$ cat config.mk
export PLATFORM = sky130hd
export DESIGN_NAME = frame_pacing_scheduler
export DESIGN_NICKNAME = d
export VERILOG_FILES = /design/src/hw/rtl/fpsch_pkg.sv /design/src/hw/rtl/fpsch_cfg.sv /design/src/hw/rtl/fpsch_core.sv /design/src/hw/rtl/frame_pacing_scheduler.sv
export SDC_FILE = /design/constraint.sdc
export NUM_CORES = 2
export LEC_CHECK = 0
export BUFFER_PORTS_ARGS = -buffer_cell sky130_fd_sc_hd__buf_2
export CAP_MARGIN = 5
export CORE_ASPECT_RATIO = 1.25
export CORE_UTILIZATION = 55
export CTS_CLUSTER_SIZE = 30
export DETAILED_ROUTE_END_ITERATION = 8
export GPL_TIMING_DRIVEN = 0
export PLACE_DENSITY = 0.74
export SYNTH_ARGS = -nofsm -noshare
export SYNTH_HDL_FRONTEND = slang
export SYNTH_HIERARCHICAL = 1
export SYNTH_SLANG_ARGS = --single-unit
$ cat constraint.sdc
create_clock -name i_clk -period 34.4 [get_ports i_clk]
set_clock_uncertainty 0.1 [all_clocks]
set_input_delay 3.44 -clock i_clk [delete_from_list [all_inputs] [get_ports i_clk]]
set_output_delay 3.44 -clock i_clk [all_outputs]
set_load 0.01 [all_outputs]
$ cat src/hw/rtl/fpsch_pkg.sv
// ----------------------------------------------------------------------------
// Frame pacing scheduler package
// Item types, operation and register codes, and fixed constants shared by
// the frame pacing scheduler modules.
// ----------------------------------------------------------------------------
package fpsch_pkg;

    // Timeline width in bits; times are in milliseconds
    localparam int TIME_BITS = 48;
    localparam logic [TIME_BITS-1:0] TIME_MAX = {TIME_BITS{1'b1}};

    // Field widths
    localparam int OP_BITS       = 2;
    localparam int RENDER_BITS   = 32;
    localparam int COUNT_BITS    = 32;
    localparam int INTERVAL_BITS = 16;
    localparam int FPS_BITS      = 10;
    localparam int PERIOD_BITS   = 32;
    localparam int CFG_IDX_BITS  = 2;
    localparam int CFG_DATA_BITS = 32;

    // Interval divider: 1000 ms / fps, one quotient bit per cycle
    localparam int DIVIDEND      = 1000;
    localparam int DIV_STEPS     = FPS_BITS;
    localparam int DIV_CNT_BITS  = $clog2(DIV_STEPS);

    // Register reset values and the interval they give
    localparam int RESET_MIN_INTERVAL = 16;
    localparam int RESET_TARGET_FPS   = 30;
    localparam int RESET_TARGET_MS    = DIVIDEND / RESET_TARGET_FPS;
    localparam logic [INTERVAL_BITS-1:0] RESET_INTERVAL =
        INTERVAL_BITS'((RESET_TARGET_MS > RESET_MIN_INTERVAL) ?
                       RESET_TARGET_MS : RESET_MIN_INTERVAL);

    // Operation codes
    typedef enum logic [OP_BITS-1:0] {
        OP_BEGIN_FRAME = 2'd0,
        OP_END_FRAME   = 2'd1,
        OP_MARK_DIRTY  = 2'd2
    } t_op;

    // Configuration register indexes
    typedef enum logic [CFG_IDX_BITS-1:0] {
        CFG_MIN_INTERVAL   = 2'd0,
        CFG_TARGET_FPS     = 2'd1,
        CFG_REFRESH_PERIOD = 2'd2
    } t_cfg_idx;

    // Input item
    typedef struct packed {
        logic [OP_BITS-1:0]     operation;
        logic [TIME_BITS-1:0]   now_ms;
        logic [RENDER_BITS-1:0] render_ms;
    } t_in_item;

    // Result item
    typedef struct packed {
        logic                     render_now;
        logic [TIME_BITS-1:0]     next_due_ms;
        logic [COUNT_BITS-1:0]    skipped_count;
        logic [COUNT_BITS-1:0]    rendered_count;
        logic [COUNT_BITS-1:0]    overrun_count;
        logic [RENDER_BITS-1:0]   worst_render_ms;
        logic [RENDER_BITS-1:0]   last_render_ms;
        logic [TIME_BITS-1:0]     last_present_ms;
        logic [INTERVAL_BITS-1:0] interval_ms;
    } t_out_item;

    // Settings handed from the configuration block to the pacing core
    typedef struct packed {
        logic                     busy;
        logic [INTERVAL_BITS-1:0] interval;
        logic [PERIOD_BITS-1:0]   refresh_period;
    } t_cfg_state;

endpackage

$ cat src/hw/rtl/fpsch_cfg.sv
// ----------------------------------------------------------------------------
// Frame pacing scheduler configuration
// Holds the configuration registers and derives the frame interval
// max(1000 / fps, floor) with a bit-serial restoring divider after each write to a valid index.
// ----------------------------------------------------------------------------
module fpsch_cfg (
    input  logic                           i_clk,
    input  logic                           i_rst_n,
    input  logic                           i_cfg_valid,
    output logic                           o_cfg_ready,
    input  logic [fpsch_pkg::CFG_IDX_BITS-1:0]  i_cfg_index,
    input  logic [fpsch_pkg::CFG_DATA_BITS-1:0] i_cfg_data,
    output fpsch_pkg::t_cfg_state          o_cfg
);
    import fpsch_pkg::*;

    logic [INTERVAL_BITS-1:0] r_min_interval, n_min_interval;
    logic [FPS_BITS-1:0]      r_target_fps, n_target_fps;
    logic [PERIOD_BITS-1:0]   r_refresh_period, n_refresh_period;
    logic [INTERVAL_BITS-1:0] r_interval;

    logic                     r_busy;
    logic [DIV_CNT_BITS-1:0]  r_div_cnt;
    logic [FPS_BITS-1:0]      r_divisor;
    logic [FPS_BITS-1:0]      r_dvd;
    logic [FPS_BITS-1:0]      r_rem;
    logic [FPS_BITS-1:0]      r_quo;

    logic                     cfg_write;
    logic                     idx_valid;
    logic [FPS_BITS:0]        trial;
    logic [FPS_BITS-1:0]      trial_diff;
    logic                     fits;
    logic [FPS_BITS-1:0]      n_quo;
    logic [INTERVAL_BITS-1:0] floor_eff;
    logic [INTERVAL_BITS-1:0] quo_ext;
    logic                     div_last;

    assign o_cfg_ready = !r_busy;
    assign cfg_write   = i_cfg_valid && o_cfg_ready;

    // Register write decode
    always_comb begin
        n_min_interval   = r_min_interval;
        n_target_fps     = r_target_fps;
        n_refresh_period = r_refresh_period;
        idx_valid        = 1'b1;
        unique case (i_cfg_index)
            CFG_MIN_INTERVAL:   n_min_interval   = i_cfg_data[INTERVAL_BITS-1:0];
            CFG_TARGET_FPS:     n_target_fps     = i_cfg_data[FPS_BITS-1:0];
            CFG_REFRESH_PERIOD: n_refresh_period = i_cfg_data[PERIOD_BITS-1:0];
            default:            idx_valid        = 1'b0;
        endcase
    end

    // One restoring division step; a fitting difference is below the divisor
    always_comb begin
        trial      = {r_rem, r_dvd[FPS_BITS-1]};
        trial_diff = trial[FPS_BITS-1:0] - r_divisor;
        fits       = (trial >= {1'b0, r_divisor});
        n_quo      = {r_quo[FPS_BITS-2:0], fits};
        div_last   = (r_div_cnt == '0);
        floor_eff  = (r_min_interval == '0) ? INTERVAL_BITS'(1) : r_min_interval;
        quo_ext    = {{(INTERVAL_BITS-FPS_BITS){1'b0}}, n_quo};
    end

    // Configuration registers
    always_ff @(posedge i_clk) begin
        if (!i_rst_n) begin
            r_min_interval   <= INTERVAL_BITS'(RESET_MIN_INTERVAL);
            r_target_fps     <= FPS_BITS'(RESET_TARGET_FPS);
            r_refresh_period <= '0;
        end else if (cfg_write) begin
            r_min_interval   <= n_min_interval;
            r_target_fps     <= n_target_fps;
            r_refresh_period <= n_refresh_period;
        end
    end

    // Divider control and interval result
    always_ff @(posedge i_clk) begin
        if (!i_rst_n) begin
            r_busy     <= 1'b0;
            r_div_cnt  <= '0;
            r_interval <= RESET_INTERVAL;
        end else if (cfg_write && idx_valid) begin
            r_busy    <= 1'b1;
            r_div_cnt <= DIV_CNT_BITS'(DIV_STEPS - 1);
        end else if (r_busy) begin
            r_div_cnt <= r_div_cnt - 1'b1;
            if (div_last) begin
                r_busy     <= 1'b0;
                r_interval <= (quo_ext > floor_eff) ? quo_ext : floor_eff;
            end
        end
    end

    // Divider datapath
    always_ff @(posedge i_clk) begin
        if (cfg_write && idx_valid) begin
            r_divisor <= (n_target_fps == '0) ? FPS_BITS'(1) : n_target_fps;
            r_dvd     <= FPS_BITS'(DIVIDEND);
            r_rem     <= '0;
            r_quo     <= '0;
        end else if (r_busy) begin
            r_rem <= fits ? trial_diff : trial[FPS_BITS-1:0];
            r_dvd <= {r_dvd[FPS_BITS-2:0], 1'b0};
            r_quo <= n_quo;
        end
    end

    assign o_cfg.busy           = r_busy;
    assign o_cfg.interval       = r_interval;
    assign o_cfg.refresh_period = r_refresh_period;

endmodule

$ cat src/hw/rtl/fpsch_core.sv
// ----------------------------------------------------------------------------
// Frame pacing scheduler core
// Pacing state and the single-pass update for begin-frame, end-frame and
// mark-dirty operations; produces the result item for each step.
// ----------------------------------------------------------------------------
module fpsch_core (
    input  logic                  i_clk,
    input  logic                  i_rst_n,
    input  logic                  i_step,
    input  fpsch_pkg::t_in_item   i_item,
    input  fpsch_pkg::t_cfg_state i_cfg,
    output fpsch_pkg::t_out_item  o_result
);
    import fpsch_pkg::*;

    logic [TIME_BITS-1:0]   r_last_eval, n_last_eval;
    logic [TIME_BITS-1:0]   r_last_present, n_last_present;
    logic                   r_has_rendered, n_has_rendered;
    logic                   r_dirty, n_dirty;
    logic [COUNT_BITS-1:0]  r_skip_cnt, n_skip_cnt;
    logic [COUNT_BITS-1:0]  r_render_cnt, n_render_cnt;
    logic [COUNT_BITS-1:0]  r_overrun_cnt, n_overrun_cnt;
    logic [RENDER_BITS-1:0] r_worst_render, n_worst_render;
    logic [RENDER_BITS-1:0] r_last_render, n_last_render;
    logic [TIME_BITS-1:0]   r_present_stat, n_present_stat;

    logic [TIME_BITS-1:0]   now;
    logic [TIME_BITS-1:0]   interval_ext;
    logic [TIME_BITS-1:0]   period_ext;
    logic [TIME_BITS-1:0]   base_eval;
    logic [TIME_BITS-1:0]   base_present;
    logic [TIME_BITS-1:0]   elapsed;
    logic [TIME_BITS-1:0]   age;
    logic                   back;
    logic                   due;
    logic                   refresh;
    logic                   skip_frame;
    logic                   render;
    logic                   eval_moved;
    logic [TIME_BITS:0]     sum_old;
    logic [TIME_BITS:0]     sum_now;
    logic [TIME_BITS-1:0]   due_old;
    logic [TIME_BITS-1:0]   due_now;
    logic [TIME_BITS-1:0]   due_sel;
    logic [TIME_BITS-1:0]   next_due;

    assign now          = i_item.now_ms;
    assign interval_ext = {{(TIME_BITS-INTERVAL_BITS){1'b0}}, i_cfg.interval};
    assign period_ext   = {{(TIME_BITS-PERIOD_BITS){1'b0}}, i_cfg.refresh_period};

    // Begin-frame decision: re-baseline on a backward step, then due and refresh
    always_comb begin
        back         = (now < r_last_eval);
        base_eval    = back ? now : r_last_eval;
        base_present = back ? now : r_last_present;
        elapsed      = now - base_eval;
        age          = now - base_present;
        due          = !r_has_rendered || back || (elapsed >= interval_ext);
        refresh      = (i_cfg.refresh_period != '0) && (age >= period_ext);
        skip_frame   = due && !r_dirty && !refresh;
    end

    // Next state per operation
    always_comb begin
        n_last_eval    = r_last_eval;
        n_last_present = r_last_present;
        n_has_rendered = r_has_rendered;
        n_dirty        = r_dirty;
        n_skip_cnt     = r_skip_cnt;
        n_render_cnt   = r_render_cnt;
        n_overrun_cnt  = r_overrun_cnt;
        n_worst_render = r_worst_render;
        n_last_render  = r_last_render;
        n_present_stat = r_present_stat;
        render         = 1'b0;
        eval_moved     = 1'b0;
        unique case (i_item.operation)
            OP_BEGIN_FRAME: begin
                n_last_present = base_present;
                if (due) begin
                    n_last_eval = now;
                    eval_moved  = 1'b1;
                end
                if (skip_frame) begin
                    n_skip_cnt = r_skip_cnt + 1'b1;
                end
                render = due && !skip_frame;
            end
            OP_END_FRAME: begin
                n_dirty        = 1'b0;
                n_has_rendered = 1'b1;
                n_last_present = now;
                n_render_cnt   = r_render_cnt + 1'b1;
                n_last_render  = i_item.render_ms;
                n_present_stat = now;
                if (i_item.render_ms > r_worst_render) begin
                    n_worst_render = i_item.render_ms;
                end
                if ({{(TIME_BITS-RENDER_BITS){1'b0}}, i_item.render_ms} > interval_ext) begin
                    n_overrun_cnt = r_overrun_cnt + 1'b1;
                end
            end
            OP_MARK_DIRTY: begin
                n_dirty = 1'b1;
            end
            default: begin
                n_dirty = r_dirty;
            end
        endcase
    end

    // Next due time, saturating at the top of the timeline
    always_comb begin
        sum_old  = {1'b0, r_last_eval} + {1'b0, interval_ext};
        sum_now  = {1'b0, now} + {1'b0, interval_ext};
        due_old  = sum_old[TIME_BITS] ? TIME_MAX : sum_old[TIME_BITS-1:0];
        due_now  = sum_now[TIME_BITS] ? TIME_MAX : sum_now[TIME_BITS-1:0];
        due_sel  = eval_moved ? due_now : due_old;
        if (!n_has_rendered) begin
            next_due = now;
        end else begin
            next_due = (due_sel > now) ? due_sel : now;
        end
    end

    // Pacing state
    always_ff @(posedge i_clk) begin
        if (!i_rst_n) begin
            r_last_eval    <= '0;
            r_last_present <= '0;
            r_has_rendered <= 1'b0;
            r_dirty        <= 1'b1;
            r_skip_cnt     <= '0;
            r_render_cnt   <= '0;
            r_overrun_cnt  <= '0;
            r_worst_render <= '0;
            r_last_render  <= '0;
            r_present_stat <= '0;
        end else if (i_step) begin
            r_last_eval    <= n_last_eval;
            r_last_present <= n_last_present;
            r_has_rendered <= n_has_rendered;
            r_dirty        <= n_dirty;
            r_skip_cnt     <= n_skip_cnt;
            r_render_cnt   <= n_render_cnt;
            r_overrun_cnt  <= n_overrun_cnt;
            r_worst_render <= n_worst_render;
            r_last_render  <= n_last_render;
            r_present_stat <= n_present_stat;
        end
    end

    // Result reflects the state after this operation
    always_comb begin
        o_result.render_now      = render;
        o_result.next_due_ms     = next_due;
        o_result.skipped_count   = n_skip_cnt;
        o_result.rendered_count  = n_render_cnt;
        o_result.overrun_count   = n_overrun_cnt;
        o_result.worst_render_ms = n_worst_render;
        o_result.last_render_ms  = n_last_render;
        o_result.last_present_ms = n_present_stat;
        o_result.interval_ms     = i_cfg.interval;
    end

endmodule

$ cat src/hw/rtl/frame_pacing_scheduler.sv
// ----------------------------------------------------------------------------
// Frame pacing scheduler
// Decides when display frames render and keeps frame statistics.
// ----------------------------------------------------------------------------
// One operation is accepted per clock while the input is not stalled. The item
// waits in the input register, then the pacing update lands in the result
// register. The result register holds under output stall while a new item is
// still taken when that register drains in the same cycle. A write to any
// valid configuration register recomputes the frame interval with a bit-serial
// divider; while the divider runs the configuration port is not ready and
// input transfers are stalled.
// Writes to an index past the register list are taken and ignored.
module frame_pacing_scheduler (
    input  logic                                i_clk,
    input  logic                                i_rst_n,
    input  logic                                i_in_valid,
    output logic                                o_in_stall,
    input  fpsch_pkg::t_in_item                 i_in_data,
    output logic                                o_out_valid,
    input  logic                                i_out_stall,
    output fpsch_pkg::t_out_item                o_out_data,
    input  logic                                i_cfg_valid,
    output logic                                o_cfg_ready,
    input  logic [fpsch_pkg::CFG_IDX_BITS-1:0]  i_cfg_index,
    input  logic [fpsch_pkg::CFG_DATA_BITS-1:0] i_cfg_data
);
    import fpsch_pkg::*;

    logic       r_in_valid;
    t_in_item   r_in;
    logic       r_out_valid;
    t_out_item  r_out;

    t_cfg_state cfg;
    t_out_item  result;
    logic       out_load;
    logic       in_take;
    logic       step;

    // Configuration registers and interval divider
    fpsch_cfg u_cfg (
        .i_clk       (i_clk),
        .i_rst_n     (i_rst_n),
        .i_cfg_valid (i_cfg_valid),
        .o_cfg_ready (o_cfg_ready),
        .i_cfg_index (i_cfg_index),
        .i_cfg_data  (i_cfg_data),
        .o_cfg       (cfg)
    );

    // Pacing state and update
    fpsch_core u_core (
        .i_clk    (i_clk),
        .i_rst_n  (i_rst_n),
        .i_step   (step),
        .i_item   (r_in),
        .i_cfg    (cfg),
        .o_result (result)
    );

    // Pipeline flow control
    assign out_load   = !r_out_valid || !i_out_stall;
    assign step       = r_in_valid && out_load;
    assign o_in_stall = cfg.busy || (r_in_valid && !out_load);
    assign in_take    = i_in_valid && !o_in_stall;

    // Input register
    always_ff @(posedge i_clk) begin
        if (!i_rst_n) begin
            r_in_valid <= 1'b0;
        end else if (in_take) begin
            r_in_valid <= 1'b1;
        end else if (out_load) begin
            r_in_valid <= 1'b0;
        end
    end

    always_ff @(posedge i_clk) begin
        if (in_take) begin
            r_in <= i_in_data;
        end
    end

    // Result register
    always_ff @(posedge i_clk) begin
        if (!i_rst_n) begin
            r_out_valid <= 1'b0;
        end else if (out_load) begin
            r_out_valid <= r_in_valid;
        end
    end

    always_ff @(posedge i_clk) begin
        if (step) begin
            r_out <= result;
        end
    end

    assign o_out_valid = r_out_valid;
    assign o_out_data  = r_out;

endmodule

# After elaboration in Yosys (flattened, before gate mapping)
# Cells that the tools add are included.
[totals]
reg_bits = 778
output_inout_bits = 276
word_cells = 131
[op_classes]
addsub = 9
n_lt_le_gt_ge = 8
eq_ne = 4
n_mux = 33
bitwise = 2
reduce_logical = 40
[op_table]
columns = ["operator", "count"]
rows = [
  ["48-bit 2-to-1 mux", 8],
  ["32-bit 2-to-1 mux", 8],
  ["48-bit by 16-bit adder with 49-bit output", 2],
  ["32-bit by 1-bit adder with 32-bit output, second input constant", 3],
  ["48-bit one-hot mux with 2 select lines", 1],
  ["48-bit subtractor", 2],
  ["48-bit by 16-bit >= comparator with 1-bit output", 1],
  ["48-bit by 32-bit >= comparator with 1-bit output", 1],
  ["48-bit greater-than comparator", 1],
  ["48-bit < comparator", 1],
  ["32-bit by 16-bit greater-than comparator with 1-bit output", 1],
  ["32-bit greater-than comparator", 1],
  ["16-bit 2-to-1 mux", 2],
  ["32-bit nonzero test", 1],
  ["10-bit 2-to-1 mux", 2],
  ["10-bit by 16-bit greater-than comparator with 1-bit output", 1],
  ["16-bit zero test", 1],
  ["11-bit by 10-bit >= comparator with 1-bit output", 1],
  ["10-bit zero test", 1],
  ["10-bit subtractor", 1],
  ["1-bit logical AND", 9],
  ["1-bit zero test", 9],
  ["1-bit 2-to-1 mux", 9],
  ["4-bit 2-to-1 mux", 2],
  ["other kinds (13)", 27],
]

# Depth between registers and ports, before layout
[depth]
depth_word = 11
depth_mapped = 50

# Cells and area by module
# Netlist, hierarchy kept.
[by_module_without_submodules]
columns = ["mod", "instances", "cells_per_inst", "area_each_um2"]
rows = [
  ["fpsch_core", 1, 4282, 31574.0],
  ["frame_pacing_scheduler", 1, 365, 10774.1],
  ["fpsch_cfg", 1, 607, 5093.6],
]

# Least setup slack after synthesis
# OpenSTA, ideal clock, no wires.
[synth_path]
kind = "input -> register"
from = "input i_out_stall"
to = "register u_core.r_last_eval[37]"
setup_time_ns = 0.128
arrival_time_ns = 25.002
t_required_ns = 34.172
setup_slack_ns = 9.170
stages = 9
n_path_buf = 3
cell_sequence = "a21boi_0 clkbuf_1 inv_1 nor2_1 a21boi_1 buf_2 buf_4 mux2i_1 nor2_1"
[synth_between]
elab_chain_len = 4
[synth_rtl]
columns = ["element", "line", "text"]
rows = [
  ["start: declaration", "frame_pacing_scheduler.sv:20", "input logic i_out_stall,"],
  ["1-bit zero test", "frame_pacing_scheduler.sv:62", "assign out_load = !r_out_valid || !i_out_stall;"],
  ["1-bit logical OR", "frame_pacing_scheduler.sv:62", ""],
  ["1-bit logical AND", "frame_pacing_scheduler.sv:63", "assign step = r_in_valid && out_load;"],
  ["3-bit AND reduction (no line)", "-", ""],
  ["end signal: assignment", "fpsch_core.sv:140", "r_last_eval <= n_last_eval;"],
  ["end: declaration", "fpsch_core.sv:16", "logic [TIME_BITS-1:0] r_last_eval, n_last_eval;"],
]
# Every way passes these cells.
# A chain may end at the register's enable or synchronous reset.

==> impl_metrics.toml <==
[grt]
grt_pass1_wl_um = 237300
grt_overflow = 0
grt_max_degree = 34
grt_usage_pct = 35.51
grt_antenna_before_repair = 3
grt_pass1_vias = 40440

[cts]
cts_made_buffers = 78
htreeDepth = 3
clockRootBuffer = "clkbuf_16"
cts_resized = 0
numClockSinks = 778
cts_tree = "built"
worstSkewPairLatency_ps = 680
clk_pin_slew_ps = 60
clock_path_buffers = 3
hold_buffers = 0
post_cts_buffers = 0

[die]
dieArea_um2 = 87440
num_rows = 120
start_util_pct = 55.43
core_um2 = 85580
die_w_um = 264.7
ioPinCount = 397
die_height_um = 330.4

[detailed_routing]
drc = 0
ant_nets = 0
vias = 42160
wl_um = 159700
detail_route.wl_per_cell_um = 23.11
drtIter0Drc = 3884
dr.pass1.iters = 9
avgViaCountPerCell = 6.100

[logic_synthesis]
ys_types = 103
syn_avg_cell_area_um2 = 9.030
ys_ff_latch = 778
synth_top_area_share_pct = 23.10
synth-edff-count = 365
ys_warn_count = 6
async_reset_ff_share_pct = 0
muxShareOfSynthArea_pct = 6.680
synth_top_family_by_area = "simple AND/OR/NAND/NOR gates"
yosys.area_share.simple_pct = 17.72
synth_fa_ha_area_share_pct = 9.283
syn_nets = 5724
seq_area_frac_synth_pct = 40.53
synth_compound_area_share_pct = 15.31
netlist_area_um2 = 47440
yosysTopAreaCell = "edfxtp_1"
synth_xor_area_share_pct = 5.520
synth_area_leaders = "edfxtp_1, dfxtp_1, ha_1"
synth_top_flop_cell = "dfxtp_1"
synthCells = 5254

[placed_design]
dp_hpwl_um = 125600
gp_congestion = 1.038
port-buffer-count = 396
dp_slack_ps = 18690
dp_cells = 6762

[final_layout]
nFillCells = 7260
final_cell_mix = "nand2_1, a21oi_1, buf_2, dfxtp_1, nor2_1"
drive_gt1_share_pct = 13.79
area_growth_pct = 13.59
fin_nets = 6214
layoutNonFillerInstCount = 6911
final_common_cell = "nand2_1"
postLayoutCoreUtil_pct = 62.97

[timing]
finalHoldViolations = 0
rsz0062_at_grt = "false"
worst_slack_ps = 17920
holdWs_ps = 351.1
period_needed_ps = 16480
fmax_ghz = 0.06068
worst_pin_slew_ps = 1309
setup_viol = 0
fin_crit_sh_pct = 47.91
slew_violations = 0
slew_headroom_pct = 12.75

[worst_setup_path]
worstPathMaxFanout = 10
path_class = "reg -> reg"
worst_setup_path_start_kind = "flip-flop"
cp-end-kind = "flip-flop"
arrival_ps = 16730
crit_slowest_cell = "a2111oi_0"
worst_path_most_repeated_cell = "clkbuf_1"
crit_path_max_incr_delay_ps = 850
cp.required_ps = 34650

[flow_run]
drv_cap = 0

[power]
irDropWorstVdd_mv = 0.04685
p_total_w = 0.002589
p_leak_nw = 20.98
power.density_nw_per_um2 = 48.05

[worst_hold_path]
min_path_type = "reg -> reg"

[outcome]
status = "finished clean"
[synth_stat cells (all sizes together), types with 13 or more instances]
master and instances:
a2111oi 13, nand4 101, and2 25, mux2i 176
a21oi 474, o31ai 29, o21bai 25, or3 32
edfxtp 365, a21o 77, a31oi 31, nor3 124
o211ai 22, a211oi 52, buf 92, dfxtp 413
xor2 139, nand2 734, o21a 44, inv 261
a22oi 40, ha 344, nand2b 50, clkbuf 219
mux2 125, xnor2 160, o32ai 25, nand3 148
nor2 390, and3 53, nor4 60, o21ai 186
and4 18, nor2b 34
[power breakdown]
group | internal, W | leakage, nW | switching, W
logic | 0.000224 | 12.9 | 0.000383
registers | 0.00102 | 6.77 | 0.0000429
clock network | 0.000534 | 1.34 | 0.000386
[through the flow]
step | area (um^2) | TNS (ps)
finish | 53890 | 0
global route | 53890 | 0
CTS | 53880 | 0
detailed placement | 51100 | 0
global placement | 50800 | -6795
floorplan | 47440 | 0
[cell type report]
cell class                 count  area [um^2]  share of cell area, %
inverter                     263        987.2                  1.832
timing repair buffer         410         2268                  4.209
sequential                   778        19230                  35.68
tap                         1098         1374                  2.549
buffer                       311         1364                  2.531
clock buffer                 108         2218                  4.116
antenna                        3        7.507                0.01393
multi-input combinational   3902        25880                  48.02
clock inverter                38        564.3                  1.047
[worst max-delay path: cells and delay by family (launching register included)]
family / cells / cell delay [ps]
AO/OA/AOI/OAI: 22 / 6890
XOR/XNOR: 1 / 190
adder cells (fa/ha/maj): 4 / 1390
buffers and inverters: 7 / 3940
flip-flops: 1 / 810
AND/OR/NAND/NOR: 10 / 2790
[cell families after synthesis]
| group | count (synthesis) |
|---|---|
| compound gates | 1143 |
| xor+xnor | 299 |
| fa+ha+maj | 349 |
| buf+inv | 574 |
| flops | 778 |
| mux | 301 |
| simple gates | 1810 |
[sequential cells by signal, summed over array words and instances, names as in the netlist, 4 cells and up]
name / count
u_core/r_skip_cnt: 32
u_cfg/r_refresh_period: 32
u_cfg/r_quo: 9
u_core/r_render_cnt: 32
u_cfg/r_rem: 10
u_cfg/r_interval: 16
u_core/r_last_render: 32
u_cfg/r_target_fps: 10
u_core/r_worst_render: 32
u_core/r_present_stat: 48
u_core/r_overrun_cnt: 32
o_out_data: 273
r_in: 82
u_cfg/r_div_cnt: 4
u_core/r_last_present: 48
u_cfg/r_divisor: 10
u_core/r_last_eval: 48
u_cfg/r_min_interval: 16
u_cfg/r_dvd: 7
[routing by layer]
layer  track usage (%)  vias to the layer above  part of all wire (%)
met2             61.48                     1760                    48
met4             19.20                        0                   5.5
met1             43.10                    20170                    40
met5                 0                        -                     0
met3             4.505                      414                   6.2
li1                  -                    19820                     -
[worst paths after layout]
check | startpoint | to | slack (ps) | cells after the start
min reg2reg | u_core/r_present_stat[2] | u_core/r_present_stat[2] | 350 | 2
min | u_core/r_present_stat[2] | u_core/r_present_stat[2] | 350 | 2
max | r_in[51] | o_out_data[264] | 17920 | 44
max reg2reg | r_in[51] | o_out_data[264] | 17920 | 44
Power figures use the tool's default switching activity.
